`config.mk`:
```
export PLATFORM = sky130hd
export DESIGN_NAME = input_event_packet_translator
export DESIGN_NICKNAME = d
export VERILOG_FILES = /design/src/rtl/iept_pkg.sv /design/src/rtl/input_event_packet_translator.sv /design/src/rtl/iept_front.sv /design/src/rtl/iept_cmd_queue.sv /design/src/rtl/iept_back.sv
export SDC_FILE = /design/constraint.sdc
export NUM_CORES = 1
export LEC_CHECK = 0
export BUFFER_PORTS_ARGS = -buffer_cell sky130_fd_sc_hd__buf_2
export CAP_MARGIN = 30
export CORE_ASPECT_RATIO = 0.7
export CORE_UTILIZATION = 40
export CTS_CLUSTER_SIZE = 14
export DETAILED_ROUTE_END_ITERATION = 12
export PLACE_DENSITY = 0.54
export RECOVER_POWER = 50
export SKIP_CTS_REPAIR_TIMING = 1
export SYNTH_ARGS = -nofsm -noshare
export SYNTH_HDL_FRONTEND = slang
export SYNTH_HIERARCHICAL = 1
export SYNTH_SLANG_ARGS = --single-unit
```
`constraint.sdc`:
```
create_clock -name clk -period 10.5 [get_ports clk]
set_input_delay 2.1 -clock clk [delete_from_list [all_inputs] [get_ports clk]]
set_output_delay 2.1 -clock clk [all_outputs]
set_load 0.01 [all_outputs]
```
`src/rtl/iept_pkg.sv`:
```
// Shared types, packet codes and the remote key table for the input event translator.
// Used by every module of the block; depends on nothing.
package iept_pkg;

  localparam int ACCUM_WIDTH_DEF = 32;
  localparam int QUEUE_DEPTH_DEF = 4;

  localparam int CFG_INDEX_W = 3;
  localparam int CFG_DATA_W  = 10;

  // Configuration register indexes.
  localparam logic [CFG_INDEX_W-1:0] CFG_HOTKEY_KEY   = 3'd0;
  localparam logic [CFG_INDEX_W-1:0] CFG_NEED_CTRL    = 3'd1;
  localparam logic [CFG_INDEX_W-1:0] CFG_NEED_SHIFT   = 3'd2;
  localparam logic [CFG_INDEX_W-1:0] CFG_NEED_ALT     = 3'd3;
  localparam logic [CFG_INDEX_W-1:0] CFG_NEED_META    = 3'd4;

  // Event types and codes of the evdev protocol that the block decodes.
  localparam logic [4:0] EV_SYN = 5'd0;
  localparam logic [4:0] EV_KEY = 5'd1;
  localparam logic [4:0] EV_REL = 5'd2;

  localparam logic [9:0] SYN_RPT    = 10'd0;
  localparam logic [9:0] REL_X      = 10'd0;
  localparam logic [9:0] REL_Y      = 10'd1;
  localparam logic [9:0] REL_WHL    = 10'd8;
  localparam logic [9:0] MBTN_L     = 10'h110;
  localparam logic [9:0] MBTN_R     = 10'h111;
  localparam logic [9:0] MBTN_M     = 10'h112;
  localparam logic [9:0] KEY_LSHIFT = 10'd42;
  localparam logic [9:0] KEY_RSHIFT = 10'd54;
  localparam logic [9:0] KEY_LCTRL  = 10'd29;
  localparam logic [9:0] KEY_RCTRL  = 10'd97;
  localparam logic [9:0] KEY_LALT   = 10'd56;
  localparam logic [9:0] KEY_RALT   = 10'd100;
  localparam logic [9:0] KEY_LMETA  = 10'd125;
  localparam logic [9:0] KEY_RMETA  = 10'd126;

  // Result packet types.
  localparam logic [2:0] PKT_MOVE   = 3'd0;
  localparam logic [2:0] PKT_BUTTON = 3'd1;
  localparam logic [2:0] PKT_KEY    = 3'd2;
  localparam logic [2:0] PKT_WHEEL  = 3'd3;
  localparam logic [2:0] PKT_NOTICE = 3'd4;

  // Remote codes of the modifier releases sent when capture ends.
  localparam logic [7:0] VK_CTRL  = 8'h11;
  localparam logic [7:0] VK_SHF   = 8'h10;
  localparam logic [7:0] VK_ALT   = 8'h12;

  // Bit positions in the release mask, in emission order.
  localparam int REL_CTRL  = 0;
  localparam int REL_SHIFT = 1;
  localparam int REL_ALT   = 2;

  typedef struct packed {
    logic               from_mouse;
    logic [4:0]         ev_type;
    logic [9:0]         ev_code;
    logic signed [31:0] ev_value;
  } in_item_t;

  typedef struct packed {
    logic [2:0]         pkt_type;
    logic signed [31:0] move_x;
    logic signed [31:0] move_y;
    logic [1:0]         button;
    logic               is_down;
    logic [7:0]         vk_code;
    logic signed [31:0] wheel_delta;
    logic               capture_on;
    logic               last;
  } out_item_t;

  // One classified event: releases still to send, then the main packet.
  typedef struct packed {
    logic [2:0] rel_mask;
    out_item_t  main;
  } cmd_t;

  typedef struct packed {
    logic full;
    logic empty;
  } q_status_t;

  localparam int VK_TABLE_LEN = 140;

  localparam logic [7:0] VK_TABLE [VK_TABLE_LEN] = '{
    8'h00, 8'h1B, 8'h31, 8'h32, 8'h33, 8'h34, 8'h35, 8'h36,
    8'h37, 8'h38, 8'h39, 8'h30, 8'hBD, 8'hBB, 8'h08, 8'h09,
    8'h51, 8'h57, 8'h45, 8'h52, 8'h54, 8'h59, 8'h55, 8'h49,
    8'h4F, 8'h50, 8'hDB, 8'hDD, 8'h0D, 8'hA2, 8'h41, 8'h53,
    8'h44, 8'h46, 8'h47, 8'h48, 8'h4A, 8'h4B, 8'h4C, 8'hBA,
    8'hDE, 8'hC0, 8'hA0, 8'hDC, 8'h5A, 8'h58, 8'h43, 8'h56,
    8'h42, 8'h4E, 8'h4D, 8'hBC, 8'hBE, 8'hBF, 8'hA1, 8'h6A,
    8'hA4, 8'h20, 8'h14, 8'h70, 8'h71, 8'h72, 8'h73, 8'h74,
    8'h75, 8'h76, 8'h77, 8'h78, 8'h79, 8'h90, 8'h91, 8'h67,
    8'h68, 8'h69, 8'h6D, 8'h64, 8'h65, 8'h66, 8'h6B, 8'h61,
    8'h62, 8'h63, 8'h60, 8'h6E, 8'h00, 8'h00, 8'h00, 8'h7A,
    8'h7B, 8'h00, 8'h00, 8'h00, 8'h00, 8'h00, 8'h00, 8'h00,
    8'h0D, 8'hA3, 8'h6F, 8'h2C, 8'hA5, 8'h00, 8'h24, 8'h26,
    8'h21, 8'h25, 8'h27, 8'h23, 8'h28, 8'h22, 8'h2D, 8'h2E,
    8'h00, 8'h00, 8'h00, 8'h00, 8'h00, 8'h00, 8'h00, 8'h13,
    8'h00, 8'h00, 8'h00, 8'h00, 8'h00, 8'h5B, 8'h5C, 8'h00,
    8'h00, 8'h00, 8'h00, 8'h00, 8'h00, 8'h00, 8'h00, 8'h00,
    8'h00, 8'h00, 8'h00, 8'h5D
  };

  // Codes outside the table, or with an empty entry, pass their low byte.
  function automatic logic [7:0] map_key(input logic [9:0] code);
    logic [7:0] ent;
    ent = VK_TABLE[code[7:0]];
    if ((code < 10'(VK_TABLE_LEN)) && (ent != 8'h00)) begin
      return ent;
    end
    return code[7:0];
  endfunction

endpackage

```
`src/rtl/input_event_packet_translator.sv`:
```
// Top level of the input event packet translator.
// Instantiates iept_front, iept_cmd_queue and iept_back; uses iept_pkg.
//
// Usage: input event beats enter on in_valid/in_stall with in_item; result
// beats leave on out_valid/out_stall with out_item. A beat moves at a rising
// edge where valid is high and stall is low. The hotkey and its modifier
// requirements are written on cfg_valid/cfg_ready, which is always ready;
// write them only while no event is in flight.
//
// The front end updates modifier, capture and motion state in the cycle an
// event is taken and queues one command for each event that yields results.
// Such an event's command is written into the command queue and then into the
// output register, from which its first beat leaves.
// Events without results consume their input beat and nothing downstream.
// The back end sends one beat per cycle while out_stall is low. An event
// yields one beat, or up to four when capture ends with ctrl, shift and alt
// all held (three releases, then the notice); its final beat carries last.
//
// When the receiver stalls, the output register holds its beat, the back end
// stops draining, and in_stall rises once the QUEUE_DEPTH-entry command queue
// fills. Reset (synchronous, rst_n low) clears all state and capture, empties
// the queue and restores the hotkey to key 46 with alt required.
module input_event_packet_translator #(
  parameter int ACCUM_WIDTH = iept_pkg::ACCUM_WIDTH_DEF,
  parameter int QUEUE_DEPTH = iept_pkg::QUEUE_DEPTH_DEF
) (
  input  logic                             clk,
  input  logic                             rst_n,
  input  logic                             in_valid,
  output logic                             in_stall,
  input  iept_pkg::in_item_t               in_item,
  output logic                             out_valid,
  input  logic                             out_stall,
  output iept_pkg::out_item_t              out_item,
  input  logic                             cfg_valid,
  output logic                             cfg_ready,
  input  logic [iept_pkg::CFG_INDEX_W-1:0] cfg_index,
  input  logic [iept_pkg::CFG_DATA_W-1:0]  cfg_data
);
  import iept_pkg::*;

  q_status_t q_status;
  logic      push, pop;
  cmd_t      push_cmd, head_cmd;

  iept_front #(
    .ACCUM_WIDTH(ACCUM_WIDTH)
  ) u_front (
    .clk      (clk),
    .rst_n    (rst_n),
    .in_valid (in_valid),
    .in_stall (in_stall),
    .in_item  (in_item),
    .cfg_valid(cfg_valid),
    .cfg_ready(cfg_ready),
    .cfg_index(cfg_index),
    .cfg_data (cfg_data),
    .q_status (q_status),
    .push     (push),
    .push_cmd (push_cmd)
  );

  // The queue lets the front end keep taking events while results wait.
  iept_cmd_queue #(
    .DEPTH(QUEUE_DEPTH)
  ) u_queue (
    .clk     (clk),
    .rst_n   (rst_n),
    .push    (push),
    .push_cmd(push_cmd),
    .pop     (pop),
    .head_cmd(head_cmd),
    .status  (q_status)
  );

  iept_back u_back (
    .clk      (clk),
    .rst_n    (rst_n),
    .head_cmd (head_cmd),
    .q_status (q_status),
    .pop      (pop),
    .out_valid(out_valid),
    .out_stall(out_stall),
    .out_item (out_item)
  );

endmodule

```
`src/rtl/iept_front.sv`:
```
// Front end: takes input event beats, tracks modifier, capture and motion state,
// and pushes one classified command per event that yields results. Uses iept_pkg.
module iept_front #(
  parameter int ACCUM_WIDTH = iept_pkg::ACCUM_WIDTH_DEF
) (
  input  logic                                 clk,
  input  logic                                 rst_n,
  input  logic                                 in_valid,
  output logic                                 in_stall,
  input  iept_pkg::in_item_t                   in_item,
  input  logic                                 cfg_valid,
  output logic                                 cfg_ready,
  input  logic [iept_pkg::CFG_INDEX_W-1:0]     cfg_index,
  input  logic [iept_pkg::CFG_DATA_W-1:0]      cfg_data,
  input  iept_pkg::q_status_t                  q_status,
  output logic                                 push,
  output iept_pkg::cmd_t                       push_cmd
);
  import iept_pkg::*;

  localparam int SW = 33;
  localparam logic signed [SW-1:0] SAT_HI = SW'((64'sd1 <<< (ACCUM_WIDTH - 1)) - 64'sd1);
  localparam logic signed [SW-1:0] SAT_LO = -SAT_HI - SW'(1);

  logic [9:0] hotkey_key_r;
  logic       need_ctrl_r, need_shift_r, need_alt_r, need_meta_r;

  logic capturing_r, capturing_nxt;
  logic ctrl_r, ctrl_nxt, shift_r, shift_nxt, alt_r, alt_nxt, meta_r, meta_nxt;
  logic signed [ACCUM_WIDTH-1:0] acc_x_r, acc_x_nxt, acc_y_r, acc_y_nxt;

  logic               in_fire;
  logic [31:0]        raw;
  logic               por, down, kbd, hot, cmd_valid;
  logic signed [SW-1:0] sum_x, sum_y;
  logic signed [ACCUM_WIDTH-1:0] sat_x, sat_y;
  cmd_t               cmd;

  assign in_stall  = q_status.full;
  assign cfg_ready = 1'b1;
  assign in_fire   = in_valid && !in_stall;

  always_ff @(posedge clk) begin
    if (!rst_n) begin
      hotkey_key_r <= 10'd46;
      need_ctrl_r  <= 1'b0;
      need_shift_r <= 1'b0;
      need_alt_r   <= 1'b1;
      need_meta_r  <= 1'b0;
    end else if (cfg_valid && cfg_ready) begin
      case (cfg_index)
        CFG_HOTKEY_KEY: hotkey_key_r <= cfg_data;
        CFG_NEED_CTRL:  need_ctrl_r  <= cfg_data[0];
        CFG_NEED_SHIFT: need_shift_r <= cfg_data[0];
        CFG_NEED_ALT:   need_alt_r   <= cfg_data[0];
        CFG_NEED_META:  need_meta_r  <= cfg_data[0];
        default: ;
      endcase
    end
  end

  assign raw  = in_item.ev_value;
  assign por  = (raw == 32'd0) || (raw == 32'd1);
  assign down = (raw == 32'd1);
  assign kbd  = !in_item.from_mouse;

  // Saturating adds are worked at 33 bits, one bit wider than the 32-bit event value.
  assign sum_x = SW'(acc_x_r) + SW'(in_item.ev_value);
  assign sum_y = SW'(acc_y_r) + SW'(in_item.ev_value);
  assign sat_x = (sum_x > SAT_HI) ? ACCUM_WIDTH'(SAT_HI) :
                 (sum_x < SAT_LO) ? ACCUM_WIDTH'(SAT_LO) : ACCUM_WIDTH'(sum_x);
  assign sat_y = (sum_y > SAT_HI) ? ACCUM_WIDTH'(SAT_HI) :
                 (sum_y < SAT_LO) ? ACCUM_WIDTH'(SAT_LO) : ACCUM_WIDTH'(sum_y);

  always_comb begin
    capturing_nxt = capturing_r;
    ctrl_nxt      = ctrl_r;
    shift_nxt     = shift_r;
    alt_nxt       = alt_r;
    meta_nxt      = meta_r;
    acc_x_nxt     = acc_x_r;
    acc_y_nxt     = acc_y_r;
    hot           = 1'b0;
    cmd_valid     = 1'b0;
    cmd           = '0;

    if (kbd) begin
      if (in_item.ev_type == EV_KEY) begin
        if (por) begin
          if (in_item.ev_code == KEY_LSHIFT || in_item.ev_code == KEY_RSHIFT) begin
            shift_nxt = down;
          end else if (in_item.ev_code == KEY_LCTRL || in_item.ev_code == KEY_RCTRL) begin
            ctrl_nxt = down;
          end else if (in_item.ev_code == KEY_LALT || in_item.ev_code == KEY_RALT) begin
            alt_nxt = down;
          end else if (in_item.ev_code == KEY_LMETA || in_item.ev_code == KEY_RMETA) begin
            meta_nxt = down;
          end
        end
        hot = down && (in_item.ev_code == hotkey_key_r) &&
              !(need_ctrl_r && !ctrl_nxt) && !(need_shift_r && !shift_nxt) &&
              !(need_alt_r && !alt_nxt) && !(need_meta_r && !meta_nxt);
        if (hot) begin
          cmd_valid          = 1'b1;
          cmd.main.pkt_type  = PKT_NOTICE;
          if (capturing_r) begin
            capturing_nxt           = 1'b0;
            cmd.rel_mask[REL_CTRL]  = ctrl_nxt;
            cmd.rel_mask[REL_SHIFT] = shift_nxt;
            cmd.rel_mask[REL_ALT]   = alt_nxt;
            ctrl_nxt  = 1'b0;
            shift_nxt = 1'b0;
            alt_nxt   = 1'b0;
          end else begin
            capturing_nxt = 1'b1;
          end
        end else if (capturing_r && por) begin
          cmd_valid         = 1'b1;
          cmd.main.pkt_type = PKT_KEY;
          cmd.main.is_down  = down;
          cmd.main.vk_code  = map_key(in_item.ev_code);
        end
      end
    end else if (in_item.ev_type == EV_REL) begin
      if (in_item.ev_code == REL_X) begin
        acc_x_nxt = sat_x;
      end else if (in_item.ev_code == REL_Y) begin
        acc_y_nxt = sat_y;
      end else if (in_item.ev_code == REL_WHL && capturing_r) begin
        cmd_valid            = 1'b1;
        cmd.main.pkt_type    = PKT_WHEEL;
        // Times 120 as 128 minus 8, wrapping at 32 bits.
        cmd.main.wheel_delta = (raw << 7) - (raw << 3);
      end
    end else if (in_item.ev_type == EV_KEY) begin
      if (capturing_r && por && in_item.ev_code >= MBTN_L &&
          in_item.ev_code <= MBTN_M) begin
        cmd_valid         = 1'b1;
        cmd.main.pkt_type = PKT_BUTTON;
        cmd.main.button   = 2'(in_item.ev_code - MBTN_L);
        cmd.main.is_down  = down;
      end
    end else if (in_item.ev_type == EV_SYN && in_item.ev_code == SYN_RPT) begin
      if (capturing_r && (acc_x_r != '0 || acc_y_r != '0)) begin
        cmd_valid         = 1'b1;
        cmd.main.pkt_type = PKT_MOVE;
        cmd.main.move_x   = 32'(acc_x_r);
        cmd.main.move_y   = 32'(acc_y_r);
      end
      acc_x_nxt = '0;
      acc_y_nxt = '0;
    end

    cmd.main.capture_on = capturing_nxt;
    cmd.main.last       = 1'b1;
  end

  always_ff @(posedge clk) begin
    if (!rst_n) begin
      capturing_r <= 1'b0;
      ctrl_r      <= 1'b0;
      shift_r     <= 1'b0;
      alt_r       <= 1'b0;
      meta_r      <= 1'b0;
      acc_x_r     <= '0;
      acc_y_r     <= '0;
    end else if (in_fire) begin
      capturing_r <= capturing_nxt;
      ctrl_r      <= ctrl_nxt;
      shift_r     <= shift_nxt;
      alt_r       <= alt_nxt;
      meta_r      <= meta_nxt;
      acc_x_r     <= acc_x_nxt;
      acc_y_r     <= acc_y_nxt;
    end
  end

  assign push     = in_fire && cmd_valid;
  assign push_cmd = cmd;

endmodule

```
`src/rtl/iept_cmd_queue.sv`:
```
// Short command queue between the front and back ends of the event translator.
// Holds cmd_t entries from iept_pkg; the head is read from a register array.
module iept_cmd_queue #(
  parameter int DEPTH = iept_pkg::QUEUE_DEPTH_DEF
) (
  input  logic                clk,
  input  logic                rst_n,
  input  logic                push,
  input  iept_pkg::cmd_t      push_cmd,
  input  logic                pop,
  output iept_pkg::cmd_t      head_cmd,
  output iept_pkg::q_status_t status
);
  import iept_pkg::*;

  localparam int PW = (DEPTH > 1) ? $clog2(DEPTH) : 1;
  localparam int CW = $clog2(DEPTH + 1);

  cmd_t          mem_r [DEPTH];
  logic [PW-1:0] wr_ptr_r, wr_ptr_nxt, rd_ptr_r, rd_ptr_nxt;
  logic [CW-1:0] count_r, count_nxt;

  assign status.full  = (count_r == CW'(DEPTH));
  assign status.empty = (count_r == '0);
  assign head_cmd     = mem_r[rd_ptr_r];

  always_comb begin
    wr_ptr_nxt = wr_ptr_r;
    rd_ptr_nxt = rd_ptr_r;
    count_nxt  = count_r;
    if (push) begin
      wr_ptr_nxt = (wr_ptr_r == PW'(DEPTH - 1)) ? '0 : wr_ptr_r + PW'(1);
    end
    if (pop) begin
      rd_ptr_nxt = (rd_ptr_r == PW'(DEPTH - 1)) ? '0 : rd_ptr_r + PW'(1);
    end
    if (push && !pop) begin
      count_nxt = count_r + CW'(1);
    end else if (pop && !push) begin
      count_nxt = count_r - CW'(1);
    end
  end

  always_ff @(posedge clk) begin
    if (!rst_n) begin
      wr_ptr_r <= '0;
      rd_ptr_r <= '0;
      count_r  <= '0;
    end else begin
      wr_ptr_r <= wr_ptr_nxt;
      rd_ptr_r <= rd_ptr_nxt;
      count_r  <= count_nxt;
    end
  end

  always_ff @(posedge clk) begin
    if (push) begin
      mem_r[wr_ptr_r] <= push_cmd;
    end
  end

  assert property (@(posedge clk) disable iff (!rst_n) !(push && status.full))
    else $error("command pushed into a full queue");
  assert property (@(posedge clk) disable iff (!rst_n) !(pop && status.empty))
    else $error("command popped from an empty queue");

endmodule

```
`src/rtl/iept_back.sv`:
```
// Back end: expands the queue head into result beats, modifier releases first,
// and holds each beat in the output register. Uses iept_pkg.
module iept_back (
  input  logic                clk,
  input  logic                rst_n,
  input  iept_pkg::cmd_t      head_cmd,
  input  iept_pkg::q_status_t q_status,
  output logic                pop,
  output logic                out_valid,
  input  logic                out_stall,
  output iept_pkg::out_item_t out_item
);
  import iept_pkg::*;

  logic [2:0] done_r, done_nxt;
  logic [2:0] remaining, low_bit;
  logic       out_valid_r, out_valid_nxt;
  out_item_t  out_item_r, item;
  logic       out_load, step;

  assign remaining = head_cmd.rel_mask & ~done_r;
  assign low_bit   = remaining & (~remaining + 3'd1);
  assign out_load  = !out_valid_r || !out_stall;
  assign step      = !q_status.empty && out_load;
  assign pop       = step && (remaining == 3'b000);

  always_comb begin
    item     = head_cmd.main;
    done_nxt = done_r;
    if (remaining != 3'b000) begin
      item            = '0;
      item.pkt_type   = PKT_KEY;
      item.is_down    = 1'b0;
      item.capture_on = head_cmd.main.capture_on;
      item.last       = 1'b0;
      if (low_bit[REL_CTRL]) begin
        item.vk_code = VK_CTRL;
      end else if (low_bit[REL_SHIFT]) begin
        item.vk_code = VK_SHF;
      end else begin
        item.vk_code = VK_ALT;
      end
      if (step) begin
        done_nxt = done_r | low_bit;
      end
    end else if (step) begin
      done_nxt = 3'b000;
    end
    out_valid_nxt = step ? 1'b1 : (out_stall ? out_valid_r : 1'b0);
  end

  always_ff @(posedge clk) begin
    if (!rst_n) begin
      done_r      <= 3'b000;
      out_valid_r <= 1'b0;
    end else begin
      done_r      <= done_nxt;
      out_valid_r <= out_valid_nxt;
    end
  end

  always_ff @(posedge clk) begin
    if (step) begin
      out_item_r <= item;
    end
  end

  assign out_valid = out_valid_r;
  assign out_item  = out_item_r;

  assert property (@(posedge clk) disable iff (!rst_n)
    !q_status.empty |-> ((done_r & ~head_cmd.rel_mask) == 3'b000))
    else $error("release progress does not match the head command");
  assert property (@(posedge clk) disable iff (!rst_n) pop |=> (done_r == 3'b000))
    else $error("release progress not cleared after pop");
  assert property (@(posedge clk) disable iff (!rst_n)
    (step && !pop) |=> (out_valid_r && !out_item_r.last && out_item_r.pkt_type == PKT_KEY))
    else $error("modifier release beat malformed");

endmodule
```
Word-level counts from Yosys, hierarchy flattened. Memory sizes are Yosys's and may differ from the RTL's. A register that Yosys moved wholly into a read port is not among the register bits. Index checks and enable logic that the tools add are counted.

Memories: 2. Flip-flop bits (word level): 206. Input port bits: 66. Bits in read-only memories: 2048. Word-level logic and storage cells: 251. Output and inout port bits: 115. RAM bits: 456.

Memories: (no name shown) (words 256, width 8, read ports 1, clocked after Yosys merged registers in 0, wr ports 0, line iept_pkg.sv:112) `ent = VK_TABLE[code[7:0]];`; u_queue.mem_r (words 4, width 114, read ports 1, clocked after Yosys merged registers in 1, wr ports 1, line iept_cmd_queue.sv:19) `cmd_t mem_r [DEPTH];`.

Bitwise gates (word level): 7. Mux-type cells: 110. $lt $le $gt $ge: 8. Reduce and logical (&&, ||, !) cells: 63. Eq/ne operators: 26. $add $sub $neg: 9.

Operators by type and width (number): 32-bit two-way mux (16); 64-bit two-way mux (3); 67-bit two-way mux (1); 32-bit by 32-bit adder with 33-bit output (2); 33-bit by 32-bit greater-than comparator with 1-bit output (second input constant) (2); 33-bit by 32-bit less-than comparator with 1-bit output (second input constant) (2); 66-bit two-way mux (1); 32-bit nonzero test (2); 1-bit two-way mux (55); 3-bit two-way mux (16); 8-bit two-way mux (6); 42-bit two-way mux (1); 10-bit by 7-bit equality test with 1-bit output (second input constant) (4); 32-bit by 1-bit equality test with 1-bit output (second input constant) (1); 32-bit zero test (1); 32-bit subtractor (1); 10-bit by 6-bit equality test with 1-bit output (second input constant) (3); 9-bit two-way mux (3); 1-bit logical AND (22); 1-bit zero test (14); 2-bit two-way mux (7); 10-bit by 1-bit equality test with 1-bit output (second input constant) (1); 10-bit equality test (1); 10-bit by 4-bit equality test with 1-bit output (second input constant) (1); 34 further kinds (57).

Depth between registers and ports, before layout. Gate-level depths: netlist of the first run.

Word-level depth: 22. Mapped depth: 16. Mapped depth without buffers: 15.

Hierarchy. The synthesis of the first run kept the hierarchy.

By module, submodules not included: iept_cmd_queue (seq. area each 13993.4 µm², area each 17027.6 µm², instances 1, cells an instance 645); iept_front (seq. area each 1661.6 µm², area each 11244.5 µm², instances 1, cells an instance 1624); iept_back (seq. area each 3443.3 µm², area each 4384.2 µm², instances 1, cells an instance 259).

Worst setup path after synthesis of the first run. OpenSTA, ideal clock, no wires.

Kind: in2reg. From: in in_item[20] (netlist bit). To: mem u_queue/mem_r[0][0] (netlist bit) (enable). Cell stages on the path: 9. Path slack: 2.577 ns. Data required time: 10.013 ns. Data arrival time: 7.437 ns. Buffers on the path: 0. Setup time: 0.487 ns. Path through: nor4_1 -> nand2_1 -> or4_4 -> nor4_2 -> mux2_2 -> a2111oi_4 -> nand2_2 -> a31oi_1 -> and2_1.

Longest elaborated chain between the ends: 19. Elaborated cells between the ends (all ways): 55. Classes of those cells: 1 x eq/ne; 31 x mux; 23 x reduce/logical.

RTL lines: from (decl) (line input_event_packet_translator.sv:31) `input iept_pkg::in_item_t in_item,`; 32-bit by 1-bit equality test with 1-bit output (line iept_front.sv:63, iept_front.sv:64); 1-bit two-way mux (line iept_front.sv:92) `end else if (in_item.ev_code == KEY_LCTRL || in_item.ev_code == KEY_RCTRL) begin`; 1-bit two-way mux (line iept_front.sv:90) `if (in_item.ev_code == KEY_LSHIFT || in_item.ev_code == KEY_RSHIFT) begin`; 1-bit two-way mux (line iept_front.sv:89) `if (por) begin`; 1-bit two-way mux (line iept_front.sv:88) `if (in_item.ev_type == EV_KEY) begin`; 1-bit two-way mux (line iept_front.sv:87) `if (kbd) begin`; 1-bit zero test (line iept_front.sv:101) `!(need_ctrl_r && !ctrl_nxt) && !(need_shift_r && !shift_nxt) &&`; 1-bit logical AND (line iept_front.sv:101); [... 4 more ...]; 1-bit logical AND (line iept_front.sv:102) `!(need_alt_r && !alt_nxt) && !(need_meta_r && !meta_nxt);`; 1-bit two-way mux (line iept_front.sv:103) `if (hot) begin`; 1-bit two-way mux (line iept_front.sv:88); 1-bit two-way mux * (line iept_front.sv:87); 1-bit logical AND * (line iept_front.sv:178) `assign push = in_fire && cmd_valid;`; via push (line input_event_packet_translator.sv:43) `logic push, pop;`; 1-bit two-way mux * (line iept_cmd_queue.sv:57) `if (push) begin`; 1-bit two-way mux (not written as such) * (line iept_cmd_queue.sv:58) `mem_r[wr_ptr_r] <= push_cmd;`; to (decl) (line iept_cmd_queue.sv:19).

The timed path passes the listed nets; every way through them passes the cells marked *. The select of a mux whose other input is x is not followed.

Worst setup path in the final report of the first run.
From: in in_item[34] (netlist bit). To: mem u_queue/mem_r[0][39] (netlist bit) (data pin).

Longest elaborated chain between the ends: 17. Elaborated cells between the ends (all ways): 70. Classes of those cells: 1 x order compare; 9 x eq/ne; 35 x mux; 1 x bitwise; 23 x reduce/logical; 1 x memory.

RTL lines (line): parallel branches: the longest is 14 deep, another holds memory read 256 x 8 bit; 9-bit two-way mux * (iept_front.sv:103); 9-bit two-way mux * (iept_front.sv:88); 8-bit two-way mux * (iept_front.sv:87).

Every way passes the cells marked *. The select of a mux whose other input is x is not followed.

==> results of run 1 <==
==> worst max-delay path, cell delays in order <==
cell and delay, ps:
buf_2 80, clkbuf_1 1790, clkinv_1 1530, ha_1 640, mux4_2 470, nor3_1 140
nor4_1 120, nor3_1 270, nand3_1 200, o311ai_4 580, nor2_1 90, a211oi_1 460
==> path summary, 6_finish.rpt <==
check | slack, ps | endpoint | cells past startpoint | from
setup reg to reg | 3200 | u_back/out_item[48] | 3 | flip-flop
hold reg to reg | 470 | u_front/hotkey_key_r[8] | 2 | u_front/hotkey_key_r[8]
hold / removal | 470 | u_front/hotkey_key_r[8] | 2 | u_front/hotkey_key_r[8]
setup / recovery | 2380 | u_queue/mem_r[0][39] | 12 | in_item[34]
==> layer usage <==
| metal | GRT usage (%) | part of all wire (%) | routed length (µm) |
|---|---|---|---|
| met1 | 35.2 | 48 | 46200 |
| met2 | 32.9 | 42 | 40400 |
| met3 | 5.13 | 7.5 | 7130 |
| met4 | 4.92 | 1.9 | 1780 |
| met5 | 0 | 0.10 | 98 |
==> final cells by class <==
class	count	area, µm²	area share [%]
tap	1068	1340	3.66
sequential	668	19100	52.3
timing repair buffer	206	996	2.73
clock buffer	79	1760	4.83
inverter	79	298	0.816
antenna	2	5.00	0.0137
multi-input combinational	1653	12600	34.5
clock inverter	46	415	1.14
==> flip-flops by register name, indices dropped and copies added, names as in the netlist, 2 cells and up, named ones only <==
name and flops:
u_back/done_r 2, u_back/out_item 112, u_front/acc_x_r 32, u_front/acc_y_r 32, u_front/hotkey_key_r 10, u_queue/count_r 3
u_queue/mem_r 460, u_queue/rd_ptr_r 2, u_queue/wr_ptr_r 2
==> cells in the final DEF, fill, tap and decap left out, types with 10 or more instances in the layout <==
cell type  instances
a211oi_1          22
a21o_1            46
a21oi_1          234
a31oi_1           20
and2_0           110
and2_1            74
and3_1            12
buf_2             64
clkbuf_1         136
clkbuf_16         69
clkinv_1          18
clkinv_2          17
dfxtp_1           94
edfxtp_1         572
ha_1             108
inv_1             73
mux2i_1           19
mux4_2           118
nand2_1          182
nand2b_1          29
nand3_1           43
nand4_1           25
nor2_1           114
nor2b_1           35
nor3_1            41
nor4_1            35
o211ai_1          20
o21a_1            11
o21ai_0           74
o21bai_1          12
or2_2             10
or3_1             11
xnor2_1           56
xor2_1            31
==> power by group <==
| part | total (µW) | switching (µW) | internal (µW) |
|---|---|---|---|
| logic | 295 | 197 | 98.5 |
| clock network | 2390 | 1070 | 1320 |
| registers | 2840 | 1.23 | 2840 |
==> per-stage QoR <==
| step | std cells | util [%] | worst slack, ps | total power (µW) |
|---|---|---|---|---|
| 3_5_place_dp | 3672 | 42.8 | 3060 | 3190 |
| 5_1_grt | 3799 | 45.3 | 1910 | 5710 |
| 4_1_cts | 3797 | 45.5 | 3720 | 5590 |
| 2_1_floorplan | 2531 | - | 2580 | 3080 |
| 3_3_place_gp | 3670 | 42.8 | 2710 | 3190 |
| 6_report | 3801 | 45.3 | 2380 | 5530 |
==> logic make-up after synthesis <==
group | after synthesis
xor gates and xnor gates | 87
AOI/OAI and AO/OA | 545
other | 2
and+or+nand+nor | 763
buffers and inverters | 210
adders and majority gates | 111
muxes | 142
DFF | 668
==> metrics.yaml, run 1 <==
outcome:
  status: "finished with violations"
  violations: "max-capacitance violations, max-slew violations"
synthesis:
  synth_top_family_by_area: "simple AND/OR/NAND/NOR gates"
  synth-main-ff-cell: "edfxtp_1"
  synthAdderAreaFrac_pct: 4.32
  ys_seq_area_share_pct: 58.5
  synth_edf_count: 572
  synth_async_sr_flop_share_pct: 0
  synthSimpleGateAreaFrac_pct: 12.4
  synthTopCellsByArea: "edfxtp_1, mux4_2, dfxtp_1"
  synth_compound_area_share_pct: 10.5
  synth_cell_types: 89
  synth_top_area_cell: "edfxtp_1"
  syn_inst: 2528
  synthDominantCellAreaShare_pct: 52.6
  synth-seq-cells: 668
  synth_most_common_cell: "edfxtp_1"
  yosysWarnings: 6
  synth_common_cells: "edfxtp_1, a21oi_1, and2_1"
  synth_area_um2: 32700
  muxShareOfSynthArea_pct: 8.89
  avgSynthCellArea_um2: 12.9
  synthXorXnorAreaFrac_pct: 2.33
hold_path:
  worstHoldPathType: "reg2reg"
finish:
  fin_area_um2: 36500
  drive_gt1_share_pct: 12.6
  final_nets: 2853
  final.fill_count: 7356
  area_growth_pct: 11.8
routing:
  routed_wl_um: 95600
  vias: 21900
  vias_per_cell: 5.75
  routedWlPerCell_um: 25.2
  antenna_left: 0
  dr.first_iter.drc_count: 2189
  first_pass_iters: 6
  drc: 0
job:
  cap_violations: 9
sta:
  slew-limit-headroom_pct: -364
  finalCritPeriodShare_pct: 77.3
  min_period_ps: 8120
  hold_viol_final: 0
  setup_viol_count_final: 0
  rsz0062_at_grt: "no"
  maxSlewViolCount: 521
  skew_ps: 32.7
  fmax_mhz: 123
  tns_ps: 0
  whs_ps: 475
  tightest_slew_ps: 6960
floorplan:
  die_area_um2: 82800
  core_um2: 80700
  initial_core_util_pct: 40.5
  die_y_um: 241
  dieWidth_um: 344
  rows: 87
  ios: 181
global_route:
  grt_max_degree: 94
  grt_pass1_wl_um: 140000
  grt_overflow_total: 0
  grt_pass1_vias: 20800
  grt.total_usage_pct: 23.0
  antenna_found_initial: 21
clock_network:
  clk_latency_ps: 650
  clockBufferDepth: 3
  cts_max_level: 3
  clk_pin_slew_ps: 70
  root_buffer: "clkbuf_16"
  clkSinkCount: 668
  cts_tree: "yes"
  numCtsBuffers: 68
setup_path:
  critical_path_required_ps: 10880
  end_kind: "flip-flop"
  critical_path.startpoint_type: "input port"
  crit_fanout: 56
  cp_data_arrival_time_ps: 8490
  critPathKind: "in2reg"
placement:
  place.gp.congestion: 1.01
  io_buffers: 179
  placed_area_um2: 34500
  hpwl_um: 67500
power:
  ir_drop_mv: 0.100
  leakage_uw: 0.0109
  power_per_cell_area_nw_per_um2: 151
No activity file was read; power rests on OpenSTA's default activity.
==> run 2, diff against run 1 <==
--- a/config.mk
+++ b/config.mk
@@ -5,13 +5,14 @@
 export SDC_FILE = /design/constraint.sdc
 export NUM_CORES = 1
 export LEC_CHECK = 0
+export ABC_AREA = 1
 export BUFFER_PORTS_ARGS = -buffer_cell sky130_fd_sc_hd__buf_2
 export CAP_MARGIN = 30
 export CORE_ASPECT_RATIO = 0.7
 export CORE_UTILIZATION = 40
 export CTS_CLUSTER_SIZE = 14
 export DETAILED_ROUTE_END_ITERATION = 12
-export PLACE_DENSITY = 0.54
+export PLACE_DENSITY = 0.56
 export RECOVER_POWER = 50
 export SKIP_CTS_REPAIR_TIMING = 1
 export SYNTH_ARGS = -nofsm -noshare
==> constraint.sdc (replaced) <==
create_clock -name clk -period 6.7 [get_ports clk]
set_input_delay 1.34 -clock clk [delete_from_list [all_inputs] [get_ports clk]]
set_output_delay 1.34 -clock clk [all_outputs]
set_load 0.01 [all_outputs]
==> metrics.yaml, run 2 <==
outcome:
  status: "finished with violations"
  violations: "max-capacitance violations, max-slew violations"
synthesis:
  synthXorXnorAreaFrac_pct: 1.43
  synthAdderAreaFrac_pct: 4.11
  synth-seq-cells: 668
  muxShareOfSynthArea_pct: 0
  synth_area_um2: 34300
  synth_common_cells: "nand2_1, nor2_1, edfxtp_1"
  yosysWarnings: 6
  synth_top_area_cell: "edfxtp_1"
  synthSimpleGateAreaFrac_pct: 20.5
  synth_most_common_cell: "nand2_1"
  synth_edf_count: 572
  synth_top_family_by_area: "simple AND/OR/NAND/NOR gates"
  synthTopCellsByArea: "edfxtp_1, nand2_1, nor2_1"
  synth-main-ff-cell: "edfxtp_1"
  synthDominantCellAreaShare_pct: 50.0
  synth_async_sr_flop_share_pct: 0
  synth_compound_area_share_pct: 11.6
  syn_inst: 3664
  synth_cell_types: 53
  avgSynthCellArea_um2: 9.37
  ys_seq_area_share_pct: 55.6
global_route:
  antenna_found_initial: 11
  grt_pass1_vias: 23900
  grt.total_usage_pct: 23.6
  grt_pass1_wl_um: 156000
  grt_overflow_total: 0
  grt_max_degree: 94
finish:
  final_common_cell: "nand2_1"
  seqCellArea_um2: 19100
  layout_common_cells: "nand2_1, nor2_1, edfxtp_1"
  final.fill_count: 8272
  largest_reg_flops: 460
  final_nets: 3977
  area_growth_pct: 11.2
  multi_input_area_um2: 12700
  regMostFlops: "u_queue/mem_r"
  final_util_pct: 45.1
  drive_gt1_share_pct: 7.73
clock_network:
  cts_max_level: 3
  clk_latency_ps: 630
  root_buffer: "clkbuf_16"
  numCtsBuffers: 71
  clkSinkCount: 668
  clk_pin_slew_ps: 60
  cts_tree: "yes"
  clockBufferDepth: 3
power:
  leakage_uw: 0.0145
  ir_drop_mv: 0.217
  power_uw: 9490
  power_per_cell_area_nw_per_um2: 249
routing:
  vias_per_cell: 5.24
  routedWlPerCell_um: 20.9
  dr.first_iter.drc_count: 2614
  first_pass_iters: 5
  vias: 26200
  antenna_left: 0
  drc: 0
  routed_wl_um: 105000
placement:
  io_buffers: 179
  hpwl_um: 76600
  place.gp.congestion: 0.986
  pre_cts_slack_ps: 1200
job:
  cap_violations: 7
hold_path:
  worstHoldPathType: "reg2reg"
setup_path:
  crit_end: "u_queue/mem_r[2][56]"
  cp_data_arrival_time_ps: 5750
  critPathKind: "in2reg"
  reg2reg_depth: 12
  rrSetupSlack_ps: 1420
  r2r_end: "u_queue/count_r[1]"
  critical_path_required_ps: 6840
  critical_path.startpoint_type: "input port"
  end_kind: "flip-flop"
  crit_start: "in_item[32]"
  crit_fanout: 64
floorplan:
  die_area_um2: 87100
  rows: 89
  die_y_um: 247
  dieWidth_um: 352
  initial_core_util_pct: 40.6
  core_um2: 84600
  ios: 181
sta:
  tightest_slew_ps: 2810
  skew_ps: 25.7
  tns_ps: 0
  rsz0062_at_grt: "no"
  fmax_mhz: 178
  hold_viol_final: 0
  worst_slack_ps: 1090
  whs_ps: 484
  setup_viol_count_final: 0
  min_period_ps: 5610
  finalCritPeriodShare_pct: 83.8
  slew-limit-headroom_pct: -87.5
  maxSlewViolCount: 321
==> run 2: cell types whose count changed in the layout (fill, tap and decap cells not counted), moves of 66 or more <==
cell / before / now
and2_1: 74 / 1
nor2_1: 114 / 610
and2_0: 110 / 0
o21ai_1: 0 / 66
o21ai_0: 74 / 289
nand2_1: 182 / 669
o22ai_1: 6 / 115
inv_1: 73 / 335
mux4_2: 118 / 0
==> run 2: through the flow <==
stage               cells  instance area [µm²]
global route         4997                38200
detailed placement   4863                36100
CTS                  4993                38600
floorplan            3667                34400
global placement     4860                36000
finish               4999                38200
==> run 2: how the worst min path moves through the flow <==
stage                                  startpoint                 endpoint  slack, ps  cells past startpoint
after global placement    u_front/hotkey_key_r[5]  u_front/hotkey_key_r[5]        470                      2
final                     u_front/hotkey_key_r[1]  u_front/hotkey_key_r[1]        480                      2
after detailed placement  u_front/hotkey_key_r[1]  u_front/hotkey_key_r[1]        470                      2
after floorplan               u_front/need_meta_r      u_front/need_meta_r        420                      2
after global routing      u_front/hotkey_key_r[5]  u_front/hotkey_key_r[5]        510                      2
after CTS                         u_front/shift_r          u_front/shift_r        480                      2
==> run 2: routing by layer <==
layer  up-vias  part of all wire, %  track usage, %
met2       838                   39            32.1
li1      12700                    -               -
met4         8                  1.5            4.59
met3       104                  8.1            5.11
met5         -                0.044               0
met1     12500                   51            37.7
==> run 2: cell families after synthesis <==
logic type / count (synthesis)
AO/OA/AOI/OAI: 736
XOR/XNOR: 56
adder cells (fa/ha/maj): 111
buffers and inverters: 506
flip-flops: 668
other: 2
AND/OR/NAND/NOR: 1585
==> run 2: area by class of cell <==
type                    count  area share [%]
multi-input cells        2493            33.3
inverters                 354            3.55
clock inverters            46            1.50
well taps                1137            3.73
diodes                      5          0.0328
repair buffers            212            2.97
clock buffers              84            4.86
flip-flops and latches    668            50.0
==> run 2: worst max-delay path, stage by stage <==
cell	delay (ps)
clkbuf_1	280
clkinv_1	400
ha_1	440
nand2_1	190
nor2_1	100
nand4_2	120
inv_1	70
nand3_2	80
clkbuf_1	1970
nor2_1	670
==> run 2: report_power, final <==
part / internal, µW / total (µW) / switching, µW
Clock: 2430 / 4100 / 1670
Sequential: 4560 / 4590 / 28.9
Combinational: 221 / 804 / 583
Total: 7210 / 9490 / 2280
